File: src/design/b2b_ram.sv
// ----------------------------------------------------------------------------
// b2b_ram: generic single-port-write, registered-read RAM
// One write and one read per cycle; read data is registered and appears in the next cycle.
// ----------------------------------------------------------------------------
module b2b_ram #(
  parameter int Width = 64,
  parameter int Depth = 16,
  localparam int AddrW = $clog2(Depth)
) (
  input  logic             clk,
  input  logic             we,
  input  logic [AddrW-1:0] waddr,
  input  logic [Width-1:0] wdata,
  input  logic [AddrW-1:0] raddr,
  output logic [Width-1:0] rdata
);

  logic [Width-1:0] mem_r [Depth];
  logic [Width-1:0] rdata_r;

  always_ff @(posedge clk) begin
    if (we) begin
      mem_r[waddr] <= wdata;
    end
    rdata_r <= mem_r[raddr];
  end

  assign rdata = rdata_r;

endmodule

File: config.mk
export PLATFORM = sky130hd
export DESIGN_NAME = b2b_ram
export DESIGN_NICKNAME = d
export VERILOG_FILES = /design/src/design/b2b_ram.sv
export SDC_FILE = /design/constraint.sdc
export NUM_CORES = 1
export LEC_CHECK = 0
export BUFFER_PORTS_ARGS = -buffer_cell sky130_fd_sc_hd__buf_2
export CORE_ASPECT_RATIO = 0.9
export CORE_UTILIZATION = 56
export CTS_BUF_LIST = sky130_fd_sc_hd__clkbuf_16
export CTS_CLUSTER_DIAMETER = 100
export DETAILED_ROUTE_END_ITERATION = 10
export HOLD_SLACK_MARGIN = 0.15
export PLACE_DENSITY = 0.84
export SLEW_MARGIN = 5
export SYNTH_ARGS = -nofsm -noshare
export SYNTH_HDL_FRONTEND = slang
export SYNTH_SLANG_ARGS = --single-unit
File: constraint.sdc
create_clock -name clk -period 9 [get_ports clk]
set_clock_uncertainty 0.2 [all_clocks]
set_input_delay 1.35 -clock clk [delete_from_list [all_inputs] [get_ports clk]]
set_output_delay 1.35 -clock clk [all_outputs]
set_load 0.02 [all_outputs]
* Yosys cells after proc, flatten, opt, wreduce, memory -nomap -nowiden *
Memory sizes are Yosys's and may differ from the RTL's. A register that Yosys moved wholly into a read port is not among the register bits.
Index checks and enable logic that the tools add are counted.

storage, ports and cells
  logic and storage cells = 3
  memory bits (writable) = 1024
  bits in registers = 0
  output and inout bits = 64
  input bits = 74
  memories = 1

memory list
  memory  depth  width  rd ports  clocked after memory_dff  wr ports  line  source
  mem_r   16     64     1         1                         1         18    logic [Width-1:0] mem_r [Depth];

cells by class
  muxes and demuxes = 2

operators by type and width
  operator  count
  $mux 1    2

* Depth between registers and ports, before layout *
  word-level depth = 2
  gate-level depth with buffers = 6
  gate-level depth less buffers = 3

* Worst setup path after synthesis *
OpenSTA, ideal clock, no wires.

  path type = in2reg
  start = input waddr[2]
  end = memory mem_r[0][0] (enable)
  path slack = 2.021 ns
  data arrival time = 6.213 ns
  data required time = 8.235 ns
  cell stages on the path = 2
  path buffers = 0
  setup time = 0.565 ns
  path through = or3b_2 > nor3_1

RTL lines
  what             line  source
  start, declared  12    input logic [AddrW-1:0] waddr,
  end, declared    18

Straight into the memory's write port.

* Final worst setup path *
  start = input waddr[2]
  end = memory mem_r[2][11] (enable)

Straight into the memory's write port.

==> metrics <==
total power about 10 mW; cell row count 92; number of global-route vias before repair between 15000 and 20000; post-synthesis cell type count 18; dpl cell area approximately 41000 um2; clock period minus worst slack between 3000 and 4000 ps; post-detailed-route count of antenna-violating nets 0; initial core utilization 56.6%; I/O Pins 138; kind of critical path in2reg; hpwl dp 42400 um; Core Region about 70000 um2; Post CTS Setup Buffer Count 0; Worst Max-Slew Pin Slew about 1100 ps; fin nets 1909; Worst EP required 9090 ps; Gates resized, CTS repair 0; pin count of the biggest net entering global routing between 150 and 200; Syn. warnings 0; Worst-Skew Late Latency roughly 700 ps; NetSw 2.21 mW; global-route wire length before repair 131000 um; Die Ht 254 um; die area a little over 70000 um2; GPL Wtd Cong 0.735; Fin Setup TNS 0 ps; PortBufs 137; Hold WS 473 ps; final number of hold-violating endpoints 0; Layout area overhead 13.1%; startpoint types input pin; CP max stage delay around 800 ps; crit-path max FO 40; CTS Buf Count 101; share of layout cells above drive strength 1 30.8%; run status finished, final reports clean; Total GRT Usage 25.9%; drt first pass iters 5; clock sink total 1088; Setup-failing EPs final 0; Net Sw Frac 21.1%; GRT overflow 0; critical path endpoint category flop; number of synthesized register bits approximately 1100; Routed WL per cell 31.5 um; Max Buffers Root-to-Sink 3; Max transition margin ~25%; Post-Synthesis Cell Area between 30000 and 40000 um2; syn avg cell area ~24 um2; clock share of power roughly 40%; CTS tree yes; Clock Tree Root clkbuf_16; sequential fraction of the synthesis area 80.9%; Max-Cap Viols 0; Leak Pwr 14.4 nW; htree depth 3; Max Slew Vio Count 0; commonest non-fill, non-tap cells in the layout 1024 x edfxtp_1, 256 x mux4_2, 135 x buf_2; initial antenna violation count 14; Residual DRC 0; die width 282 um; Worst VDD drop 146 uV; Syn Nets 1721; WL final 90600 um; Min-Delay Path Class reg2reg; Avg Vias per Cell 6.51; Finished Cell Area between 40000 and 50000 um2; Via Count 18700; most common cell after layout, fill and taps aside edfxtp_1; Cell Int Power roughly 8.3 mW; CP Data Arrival Time 3690 ps; Hold Buf Count CTS 0; unrepaired setup endpoints after global routing false; Highest Clock Rate 0.278 GHz; power per cell area 234 nW/um2; Clock transition at path regs ~60 ps; Logic pwr share 5.0%; sequential share of power 54.5%; critical path cell sequence buf_2, or3b_2, nor2_4, buf_4; DRT iter0 DRCs 2492; Worst path slowest cell nor2_4; Tcrit/Tclk final 40.0%; Synth Instances 1647
## cell type report
type / instances / area [um2]
flip-flops and latches: 1088 / 32000
fillers: 4355 / 25200
multi-input cells: 475 / 7230
clock buffers: 104 / 2600
well taps: 940 / 1180
repair buffers: 169 / 983
clock inverters: 88 / 698
diodes: 9 / 22.5
## flip-flops by register name (all words and copies together), names as in the netlist
| register | count |
|---|---|
| mem_r | 1024 |
| rdata | 64 |
## power by group through the flow
| stage | combinational [mW] | sequential [mW] | clock (mW) |
|---|---|---|---|
| 2_1_floorplan | 0.270 | 5.84 | 0 |
| 3_3_place_gp | 0.493 | 5.80 | 0 |
| 3_5_place_dp | 0.512 | 5.81 | 0 |
| 4_1_cts | 0.522 | 5.71 | 4.29 |
| 5_1_grt | 0.550 | 5.72 | 4.47 |
| 6_report | 0.521 | 5.71 | 4.25 |
## cells by family (layout without fill, tap and decap cells)
family / after synthesis / in the layout / synth area share (%)
compound gates: 128 / 128 / 2.43
mux: 256 / 256 / 14.6
buf+inv: 84 / 361 / 1.14
simple gates: 91 / 91 / 0.942
flops: 1088 / 1088 / 80.9
other cells: 0 / 9 / 0
## worst paths after layout
| path | depth (start not counted) | slack (ps) | startpoint | end |
|---|---|---|---|---|
| worst max-delay path | 4 | 5400 | waddr[2] | mem_r[2][11]$_DFFE_PP_ |
| worst min-delay path | 3 | 470 | mem_r[15][54]$_DFFE_PP_ | rdata[54]$_DFF_P_ |
| worst max register to register | 3 | 7290 | mem_r[13][62]$_DFFE_PP_ | rdata[62]$_DFF_P_ |
| worst min register to register | 3 | 470 | mem_r[15][54]$_DFFE_PP_ | rdata[54]$_DFF_P_ |
## metal layers
layer | share of wire [%] | global-route usage (%) | vias to the layer above
li1 | - | - | 7433
met1 | 35 | 32.9 | 9840
met2 | 52 | 44.2 | 1190
met3 | 9.7 | 5.50 | 232
met4 | 3.3 | 10.0 | 14
met5 | 0.085 | 0 | -
## cells in the mapped netlist (all sizes together)
cell    number  area [um2]
dfxtp       64        1280
a22oi      128         961
nand3        1        5.00
nand2b       2        12.5
nand3b       2        15.0
and2         1        6.26
or3b         1        8.76
nor2b        2        12.5
mux4       256        5770
nor3         4        20.0
nor2        13        48.8
buf         48         317
edfxtp    1024       30700
nand2       65         244
clkbuf      36         135
## worst max-delay path, delay by kind of cell
family                 cells  cell delay [ps]
buffers and inverters      2              880
AND/OR/NAND/NOR            2             1400
## per-stage QoR
| step | instances | worst slack [ps] | util, % |
|---|---|---|---|
| 6_report | 2873 | 5400 | 63.9 |
| 5_1_grt | 2867 | 5200 | 63.9 |
| 4_1_cts | 2864 | 5410 | 63.9 |
| 3_5_place_dp | 2672 | 4750 | 59.2 |
| 3_3_place_gp | 2672 | 4770 | 59.2 |
| 2_1_floorplan | 1647 | 2020 | - |
Note: power is estimated with default switching activity, not from simulation.
