**src/design/b2b_pkg.sv**
```systemverilog
// ----------------------------------------------------------------------------
// b2b_pkg: shared types, constants and helpers for the BLAKE2b engine
// Holds the IV, the message schedule and the state word permutations.
// ----------------------------------------------------------------------------
package b2b_pkg;

  typedef logic [63:0] word_t;
  typedef word_t [15:0] vstate_t;
  typedef word_t [7:0]  chain_t;

  typedef struct packed {
    logic start;
    logic last;
  } eng_ctrl_t;

  typedef enum logic [1:0] {
    ROT_COL    = 2'd0,
    ROT_DIAG   = 2'd1,
    ROT_UNDIAG = 2'd2
  } rot_mode_t;

  localparam chain_t IV = {
    64'h5be0cd19137e2179, 64'h1f83d9abfb41bd6b,
    64'h9b05688c2b3e6c1f, 64'h510e527fade682d1,
    64'ha54ff53a5f1d36f1, 64'h3c6ef372fe94f82b,
    64'hbb67ae8584caa73b, 64'h6a09e667f3bcc908
  };

  localparam logic [3:0] SIGMA [10][16] = '{
    '{4'd0, 4'd1, 4'd2, 4'd3, 4'd4, 4'd5, 4'd6, 4'd7,
      4'd8, 4'd9, 4'd10, 4'd11, 4'd12, 4'd13, 4'd14, 4'd15},
    '{4'd14, 4'd10, 4'd4, 4'd8, 4'd9, 4'd15, 4'd13, 4'd6,
      4'd1, 4'd12, 4'd0, 4'd2, 4'd11, 4'd7, 4'd5, 4'd3},
    '{4'd11, 4'd8, 4'd12, 4'd0, 4'd5, 4'd2, 4'd15, 4'd13,
      4'd10, 4'd14, 4'd3, 4'd6, 4'd7, 4'd1, 4'd9, 4'd4},
    '{4'd7, 4'd9, 4'd3, 4'd1, 4'd13, 4'd12, 4'd11, 4'd14,
      4'd2, 4'd6, 4'd5, 4'd10, 4'd4, 4'd0, 4'd15, 4'd8},
    '{4'd9, 4'd0, 4'd5, 4'd7, 4'd2, 4'd4, 4'd10, 4'd15,
      4'd14, 4'd1, 4'd11, 4'd12, 4'd6, 4'd8, 4'd3, 4'd13},
    '{4'd2, 4'd12, 4'd6, 4'd10, 4'd0, 4'd11, 4'd8, 4'd3,
      4'd4, 4'd13, 4'd7, 4'd5, 4'd15, 4'd14, 4'd1, 4'd9},
    '{4'd12, 4'd5, 4'd1, 4'd15, 4'd14, 4'd13, 4'd4, 4'd10,
      4'd0, 4'd7, 4'd6, 4'd3, 4'd9, 4'd2, 4'd8, 4'd11},
    '{4'd13, 4'd11, 4'd7, 4'd14, 4'd12, 4'd1, 4'd3, 4'd9,
      4'd5, 4'd0, 4'd15, 4'd4, 4'd8, 4'd6, 4'd2, 4'd10},
    '{4'd6, 4'd15, 4'd14, 4'd9, 4'd11, 4'd3, 4'd0, 4'd8,
      4'd12, 4'd2, 4'd13, 4'd7, 4'd1, 4'd4, 4'd10, 4'd5},
    '{4'd10, 4'd2, 4'd8, 4'd4, 4'd7, 4'd6, 4'd1, 4'd5,
      4'd15, 4'd11, 4'd9, 4'd14, 4'd3, 4'd12, 4'd13, 4'd0}
  };

  // Rounds 10 and 11 reuse the first two schedule rows.
  function automatic logic [3:0] sigma(input logic [3:0] rnd, input logic [3:0] idx);
    logic [3:0] row;
    row = (rnd >= 4'd10) ? rnd - 4'd10 : rnd;
    return SIGMA[row][idx];
  endfunction

  // The mixer always works on column zero. Rows are rotated after each
  // call so the next column or diagonal moves into that position.
  function automatic vstate_t rot_rows(input vstate_t v, input rot_mode_t m);
    vstate_t vo;
    int k;
    for (int r = 0; r < 4; r++) begin
      for (int j = 0; j < 4; j++) begin
        case (m)
          ROT_DIAG: k = (j + 1 + r) % 4;
          ROT_UNDIAG: k = (j + 5 - r) % 4;
          default: k = (j + 1) % 4;
        endcase
        vo[r*4+j] = v[r*4+k];
      end
    end
    return vo;
  endfunction

  function automatic logic [6:0] eff_len(input logic [6:0] d);
    logic [6:0] e;
    if (d == 7'd0) e = 7'd1;
    else if (d > 7'd64) e = 7'd64;
    else e = d;
    return e;
  endfunction

  function automatic chain_t param_chain(input logic [6:0] d);
    chain_t c;
    c = IV;
    c[0] = c[0] ^ {57'd0, eff_len(d)} ^ 64'h0000_0000_0101_0000;
    return c;
  endfunction

endpackage

```
**src/design/b2b_mix.sv**
```systemverilog
// ----------------------------------------------------------------------------
// b2b_mix: one quarter of the G function
// Even phases update a and d, odd phases update c and b.
// ----------------------------------------------------------------------------
module b2b_mix
  import b2b_pkg::*;
(
  input  logic [1:0] phase,
  input  word_t      a,
  input  word_t      b,
  input  word_t      c,
  input  word_t      d,
  input  word_t      x,
  output word_t      a_n,
  output word_t      b_n,
  output word_t      c_n,
  output word_t      d_n
);

  word_t sum_ab;
  word_t dx;
  word_t sum_cd;
  word_t bx;

  always_comb begin
    sum_ab = a + b + x;
    dx     = d ^ sum_ab;
    sum_cd = c + d;
    bx     = b ^ sum_cd;
    a_n = a;
    b_n = b;
    c_n = c;
    d_n = d;
    if (!phase[0]) begin
      a_n = sum_ab;
      d_n = phase[1] ? {dx[15:0], dx[63:16]} : {dx[31:0], dx[63:32]};
    end else begin
      c_n = sum_cd;
      b_n = phase[1] ? {bx[62:0], bx[63]} : {bx[23:0], bx[63:24]};
    end
  end

endmodule

```
**src/design/b2b_round.sv**
```systemverilog
// ----------------------------------------------------------------------------
// b2b_round: compression engine
// Runs 12 rounds of 8 G calls through one quarter-G mixer and fetches
// message words from the block RAM one step ahead.
// ----------------------------------------------------------------------------
module b2b_round
  import b2b_pkg::*;
(
  input  logic      clk,
  input  logic      rst_n,
  input  eng_ctrl_t ctrl,
  input  chain_t    chain_in,
  input  word_t     t_lo,
  input  word_t     t_hi,
  input  logic [4:0] valid_words,
  output logic [3:0] ram_raddr,
  input  word_t     ram_rdata,
  output logic      done,
  output chain_t    chain_out
);

  vstate_t    v_r;
  logic [3:0] rnd_r;
  logic [2:0] g_r;
  logic [1:0] ph_r;
  logic       busy_r;
  logic       done_r;
  logic [3:0] maddr_r;

  word_t   mword;
  word_t   a_n, b_n, c_n, d_n;
  vstate_t v_mix;
  rot_mode_t mode;

  // Words past the fill count belong to the zero padding.
  assign mword = ({1'b0, maddr_r} < valid_words) ? ram_rdata : '0;

  b2b_mix u_mix (
    .phase (ph_r),
    .a     (v_r[0]),
    .b     (v_r[4]),
    .c     (v_r[8]),
    .d     (v_r[12]),
    .x     (mword),
    .a_n   (a_n),
    .b_n   (b_n),
    .c_n   (c_n),
    .d_n   (d_n)
  );

  always_comb begin
    v_mix     = v_r;
    v_mix[0]  = a_n;
    v_mix[4]  = b_n;
    v_mix[8]  = c_n;
    v_mix[12] = d_n;
    if (g_r == 3'd3) mode = ROT_DIAG;
    else if (g_r == 3'd7) mode = ROT_UNDIAG;
    else mode = ROT_COL;
  end

  always_comb begin
    if (ctrl.start) ram_raddr = sigma(4'd0, 4'd0);
    else if (!ph_r[1]) ram_raddr = sigma(rnd_r, {g_r, 1'b1});
    else if (g_r == 3'd7) ram_raddr = sigma(rnd_r + 4'd1, 4'd0);
    else ram_raddr = sigma(rnd_r, {g_r + 3'd1, 1'b0});
  end

  always_ff @(posedge clk) begin
    maddr_r <= ram_raddr;
    if (!rst_n) begin
      busy_r <= 1'b0;
      done_r <= 1'b0;
      rnd_r  <= '0;
      g_r    <= '0;
      ph_r   <= '0;
    end else if (ctrl.start) begin
      busy_r <= 1'b1;
      done_r <= 1'b0;
      rnd_r  <= '0;
      g_r    <= '0;
      ph_r   <= '0;
      for (int i = 0; i < 8; i++) begin
        v_r[i] <= chain_in[i];
      end
      for (int i = 0; i < 4; i++) begin
        v_r[i+8] <= IV[i];
      end
      v_r[12] <= IV[4] ^ t_lo;
      v_r[13] <= IV[5] ^ t_hi;
      v_r[14] <= ctrl.last ? ~IV[6] : IV[6];
      v_r[15] <= IV[7];
    end else begin
      done_r <= 1'b0;
      if (busy_r) begin
        ph_r <= ph_r + 2'd1;
        if (ph_r == 2'd3) begin
          v_r <= rot_rows(v_mix, mode);
          g_r <= g_r + 3'd1;
          if (g_r == 3'd7) begin
            rnd_r <= rnd_r + 4'd1;
            if (rnd_r == 4'd11) begin
              busy_r <= 1'b0;
              done_r <= 1'b1;
            end
          end
        end else begin
          v_r <= v_mix;
        end
      end
    end
  end

  always_comb begin
    for (int i = 0; i < 8; i++) chain_out[i] = chain_in[i] ^ v_r[i] ^ v_r[i+8];
  end

  assign done = done_r;

endmodule

```
**config.mk**
```make
export PLATFORM = sky130hd
export DESIGN_NAME = b2b_round
export DESIGN_NICKNAME = d
export VERILOG_FILES = /design/src/design/b2b_pkg.sv /design/src/design/b2b_mix.sv /design/src/design/b2b_round.sv
export SDC_FILE = /design/constraint.sdc
export NUM_CORES = 2
export LEC_CHECK = 0
export BUFFER_PORTS_ARGS = -buffer_cell sky130_fd_sc_hd__buf_2
export CORE_AREA = 5 5 481 483
export DETAILED_ROUTE_END_ITERATION = 7
export DIE_AREA = 0 0 486 488
export PLACE_DENSITY_LB_ADDON = 0.05
export SLEW_MARGIN = 15
export SYNTH_ARGS = -nofsm -noshare
export SYNTH_HDL_FRONTEND = slang
export SYNTH_SLANG_ARGS = --single-unit
```
**constraint.sdc**
```tcl
create_clock -name clk -period 125.5 [get_ports clk]
set_input_delay 25.1 -clock clk [delete_from_list [all_inputs] [get_ports clk]]
set_output_delay 25.1 -clock clk [all_outputs]
set_load 0.03 [all_outputs]
```
### Word-level counts from Yosys, hierarchy flattened

Memory sizes are Yosys's and may differ from the RTL's.
Index checks and enable logic that the tools add are counted.

| word-level totals | value |
|---|---|
| input bits | 713 |
| memory bits (read-only) | 2,048 |
| latch bits | 0 |
| memory bits (writable) | 0 |
| memories kept | 2 |
| bits in registers | 1,039 |

Memories:

| memory | depth | bits a word | read ports | clocked after Yosys merged registers in | write ports | RTL line | source |
|---|---|---|---|---|---|---|---|
| (name not given) | 16 | 64 | 1 | 0 | 0 | b2b_pkg.sv:56 | `return SIGMA[row][idx];` |
| (name not given) | 16 | 64 | 1 | 0 | 0 | b2b_pkg.sv:56 |  |

| operators by class | value |
|---|---|
| order comparisons | 23 |
| reductions and logical operators | 9 |
| equal/unequal tests | 6 |
| bitwise gates (word level) | 28 |
| multiplexer cells | 158 |
| $mul | 0 |
| divide/modulo/power cells | 0 |
| add/sub/neg operators | 20 |
| shift-type cells | 0 |

Operators by type and width:

| operator | number |
|---|---|
| binary-select mux 64 bit (select 4 bit) | 16 |
| two-way mux 64 bit | 44 |
| two-way mux 1024 bit | 2 |
| two-way mux 32 bit | 64 |
| XOR 64 bit | 18 |
| two-way mux 960 bit | 1 |
| less-than comparator 32 x 6 -> 1 bit (second input constant) | 16 |
| adder 5 x 32 -> 32 bit (first input constant) | 8 |
| adder 64 bit | 3 |
| adder 4 x 32 -> 32 bit (first input constant) | 4 |
| two-way mux 4 bit | 9 |
| binary-select mux 4 bit (select 4 bit) | 2 |
| inverter 32 bit | 1 |
| one-hot mux 2 bit (2 select lines) | 8 |
| inverter 31 bit | 1 |
| >= comparator 5 bit (second input constant) | 4 |
| inverter 4 -> 5 bit | 4 |
| two-way mux 2 bit | 6 |
| >= comparator 4 bit (second input constant) | 2 |
| subtractor 4 bit (second input constant) | 2 |
| two-way mux 1 bit | 6 |
| AND reduction 3 bit | 2 |
| less-than comparator 4 x 5 -> 1 bit | 1 |
| OR reduction 5 bit | 1 |
| 12 further kinds | 19 |

### Longest topological paths before layout

| logic depth | value |
|---|---|
| depth in word-level cells | 17 |
| gate-level depth with buffers | 22 |
| depth with buffers taken out | 21 |

### Cells and area by module

Synthesis repeated with hierarchy kept, for this count alone.

| unflattened totals | value |
|---|---|
| cells, all modules | 7,564 |
| area total of the unflattened synthesis | 83,702.8 um2 |

Modules (own cells, without submodules):

| module | area each (um2) | sequential area each (um2) | cells an instance | instances |
|---|---|---|---|---|
| b2b_round | 68,484.4 | 31,049.8 | 5,387 | 1 |
| b2b_mix | 15,218.3 | 0.0 | 2,177 | 1 |

### Worst setup path before layout

No wires, ideal clock.

| path | value |
|---|---|
| kind | input-to-reg |
| start | input ctrl[1] (netlist name) |
| end | register v_r, in the netlist v_mix[1000], enable pin |
| stages | 5 |
| setup slack | 65.760 ns |
| required time | 123.575 ns |
| arrival time | 57.815 ns |
| setup time | 1.925 ns |
| cells stage by stage | clkbuf_1 -> clkbuf_1 -> clkbuf_1 -> o21ai_0 -> nor2_1 |

| between the ends | value |
|---|---|
| word-level cells in the longest chain between the ends | 2 |
| elaborated cells between the ends (all ways) | 3 |
| classes of those cells | 3 x reduce/logical |

Ends and longest elaborated chain:

| item | RTL line | source |
|---|---|---|
| from (decl) | b2b_round.sv:11 | `input eng_ctrl_t ctrl,` |
| nonzero test 2 bit (no source line) | n/a |  |
| AND reduction 3 bit (no source line) * | n/a |  |
| to (signal, indexed assignment) | b2b_round.sv:84 | `v_r[i] <= chain_in[i];` |
| to (signal, indexed assignment) | b2b_round.sv:87 | `v_r[i+8] <= IV[i];` |
| to (signal assigned) | b2b_round.sv:98 | `v_r <= rot_rows(v_mix, mode);` |
| to (decl) | b2b_round.sv:22 | `vstate_t v_r;` |

Mark *: on every way between the ends. The rest lies on a longest branch, timed or not.
A chain may end at the register's enable or synchronous reset.

==> flow_summary.json <==
{
  "status": "finished with violations",
  "violations": "max-capacitance violations, max-slew violations",
  "synth_nets": 9938,
  "crit_path_end_kind": "primary output",
  "pwr-share-comb_pct": 48.8,
  "io_buffers": 1229,
  "grt_usage_pct": 41.4,
  "die_x_microns": 486,
  "pwr-share-seq_pct": 27.7,
  "synth_cells": 9009,
  "yosys_warnings": 0,
  "grt_pass1_vias": 78700,
  "cp_max_fo": 2,
  "avgViaCountPerCell": 6.38,
  "swShare_pct": 48.5,
  "setup_viol": 0,
  "multi_input_area_sq_um": 48400,
  "io_pins": 1230,
  "cts_sinks": 1039,
  "critical_path.max_stage_delay_ns": 0.79,
  "ant_nets": 0,
  "cts_buffer_depth": 3,
  "clock_power_share_pct": 23.5,
  "clk_latency_ns": 0.87,
  "cts_tree": "yes",
  "postSynthAreaPerCell_sq_um": 9.10,
  "timing.final.crit_period_ns": 51.70,
  "n_fill_cell": 22900,
  "area_growth_pct": 16.6,
  "internal_power_mw": 0.850,
  "grt_overflow": 0,
  "cts.repair.resized": 0,
  "synth-main-ff-cell": "edfxtp_1",
  "vdd_drop_max_mv": 0.0164,
  "tns_ns": 0,
  "drt_first_pass_iters": 8,
  "cts_max_level": 4,
  "grt_pass1_wl_mm": 683,
  "antenna_found_initial": 114,
  "ys_types": 94,
  "crit_chain": "buf_2, xnor2_1, xnor2_1, buf_2",
  "layout.nets": 10800,
  "worst_pin_slew_ns": 1.56,
  "hold_violations": 0,
  "required_ns": 100.40,
  "crit_buf_inv": 2,
  "die_area_sq_um": 237000,
  "vias": 83300,
  "grt_max_degree": 151,
  "wl_mm": 511,
  "crit_type": "input port to primary output",
  "crit_path_top_delay_cell": "xnor2_1",
  "ys_seq_elements": 1039,
  "layout_commonest_cell": "buf_2",
  "first_iter_violations": 11400,
  "layout_common_cells": "buf_2 (1,228), xnor2_1 (1,150), nand2_1 (1,114), edfxtp_1 (1,024), a21oi_1 (836)",
  "fin_crit_sh_pct": 41.2,
  "synth_edf_count": 1024,
  "path_clk_slew_ns": 0.06,
  "seqCellArea_sq_um": 31100,
  "max_freq_mhz": 19.3,
  "rsz0062_at_grt": "no",
  "p_leak_nw": 36.4,
  "drc_errors": 0,
  "maxCapViolations": 1,
  "synth_seq_area_share_pct": 37.9,
  "avgRoutedWirePerCell_microns": 39.1,
  "power_density_nw_per_um2": 17.3,
  "drv_slew": 2,
  "crit_arrival_ns": 26.60,
  "hpwl_mm": 390,
  "switchingPower_mw": 0.801,
  "cts_setup_buffers": 0,
  "hold_path_class": "register to register",
  "final_cells": 13100,
  "drive_above_1_share_pct": 17.8,
  "cts-root-buf": "clkbuf_16",
  "num_rows": 175,
  "start_kind": "input port",
  "core_sq_um": 226000,
  "synthesis.area_sq_um": 82000,
  "relSlewSlack_pct": -4.42,
  "dp.cells": 12800,
  "globalplace.congestion": 0.991,
  "cts_hold_buf": 0,
  "skew_ns": 0.0530,
  "initial_utilization_pct": 36.2,
  "fp.dieH_microns": 488,
  "cp_top_family": "XOR/XNOR gates",
  "async_flop_share_pct": 0,
  "cts_buffers": 136
}
power by group through the flow:
stage	clock network [mW]	registers, mW	logic, mW
after floorplan	0	0.450	0.409
after global placement	0	0.462	0.767
after detailed placement	0	0.462	0.766
after CTS	0.390	0.455	0.770
after global routing	0.404	0.456	0.817
final	0.389	0.457	0.806
registers in the layout, summed over array words and instances (netlist names):
name     cells
busy_r       1
done         1
g_r          3
maddr_r      4
ph_r         2
rnd_r        4
v_mix      768
v_r        256
through the flow:
stage          hold WS [ns]  power, mW  setup WS (ns)  util [%]  area (sq um)
2_1_floorplan         0.560      0.860          65.76         -         82000
3_3_place_gp          0.564       1.23          73.76      40.3         91200
3_5_place_dp          0.572       1.23          73.77      40.3         91200
4_1_cts               0.573       1.61          73.76      42.1         95400
5_1_grt               0.601       1.68          73.79      42.2         95500
6_report              0.583       1.65          73.80      42.2         95600
Yosys cell counts, types with 31 or more instances:
library cell  number  area share [%]
a211o_1           32            0.34
a211oi_1         147             1.3
a21o_1           117             1.1
a21oi_1          840             5.1
a221o_1           35            0.43
a221oi_1          50            0.53
a22o_1           182             1.9
a31oi_1           75            0.57
and2_1            41            0.31
and3_1            43            0.33
buf_1             98            0.45
clkbuf_1         576             2.6
edfxtp_1        1024              37
fa_1              65             1.6
ha_1             151             2.3
inv_1             72            0.33
mux2_2            55            0.76
mux2i_1          409             5.0
nand2_1         1125             5.1
nand3_1          106            0.65
nand4_1           49            0.37
nor2_1           669             3.1
nor2b_1          101            0.77
nor3_1           122            0.74
o211ai_1          75            0.69
o21a_1            39            0.36
o21ai_0          802             4.9
o21bai_1          35            0.32
o221ai_1          66            0.70
o22ai_1          140             1.1
xnor2_1         1150              12
xnor3_1           31            0.85
xor2_1            75            0.80
kinds of logic after synthesis:
logic type	share of synthesized area [%]
simple gates	12.3
flops	37.9
fa+ha+maj	3.89
mux	5.91
buf+inv	3.50
compound gates	22.2
xor+xnor	14.4
path summary, 6_finish.rpt:
check	startpoint	endpoint	slack (ns)	cells past startpoint
setup reg to reg	maddr_r[1]	v_r[799]	116.95	21
setup / recovery	chain_in[295]	chain_out[295]	73.80	4
hold reg to reg	v_mix[248]	v_mix[184]	0.58	1
hold / removal	v_mix[248]	v_mix[184]	0.58	1
cell type report:
cell class / instances / area share (%)
tap: 3009 / 3.94
multi-input combinational: 7209 / 50.6
timing repair buffer: 1426 / 8.10
antenna: 63 / 0.165
clock buffer: 177 / 3.74
sequential: 1039 / 32.5
inverter: 76 / 0.334
clock inverter: 64 / 0.584
per-layer routing:
| layer | GRT usage (%) | wire length [microns] |
|---|---|---|
| met5 | 0.122 | 447 |
| met4 | 28.3 | 42500 |
| met3 | 13.3 | 54000 |
| met2 | 63.0 | 223000 |
| met1 | 49.9 | 191000 |
Note: power is estimated with default switching activity, not from simulation.
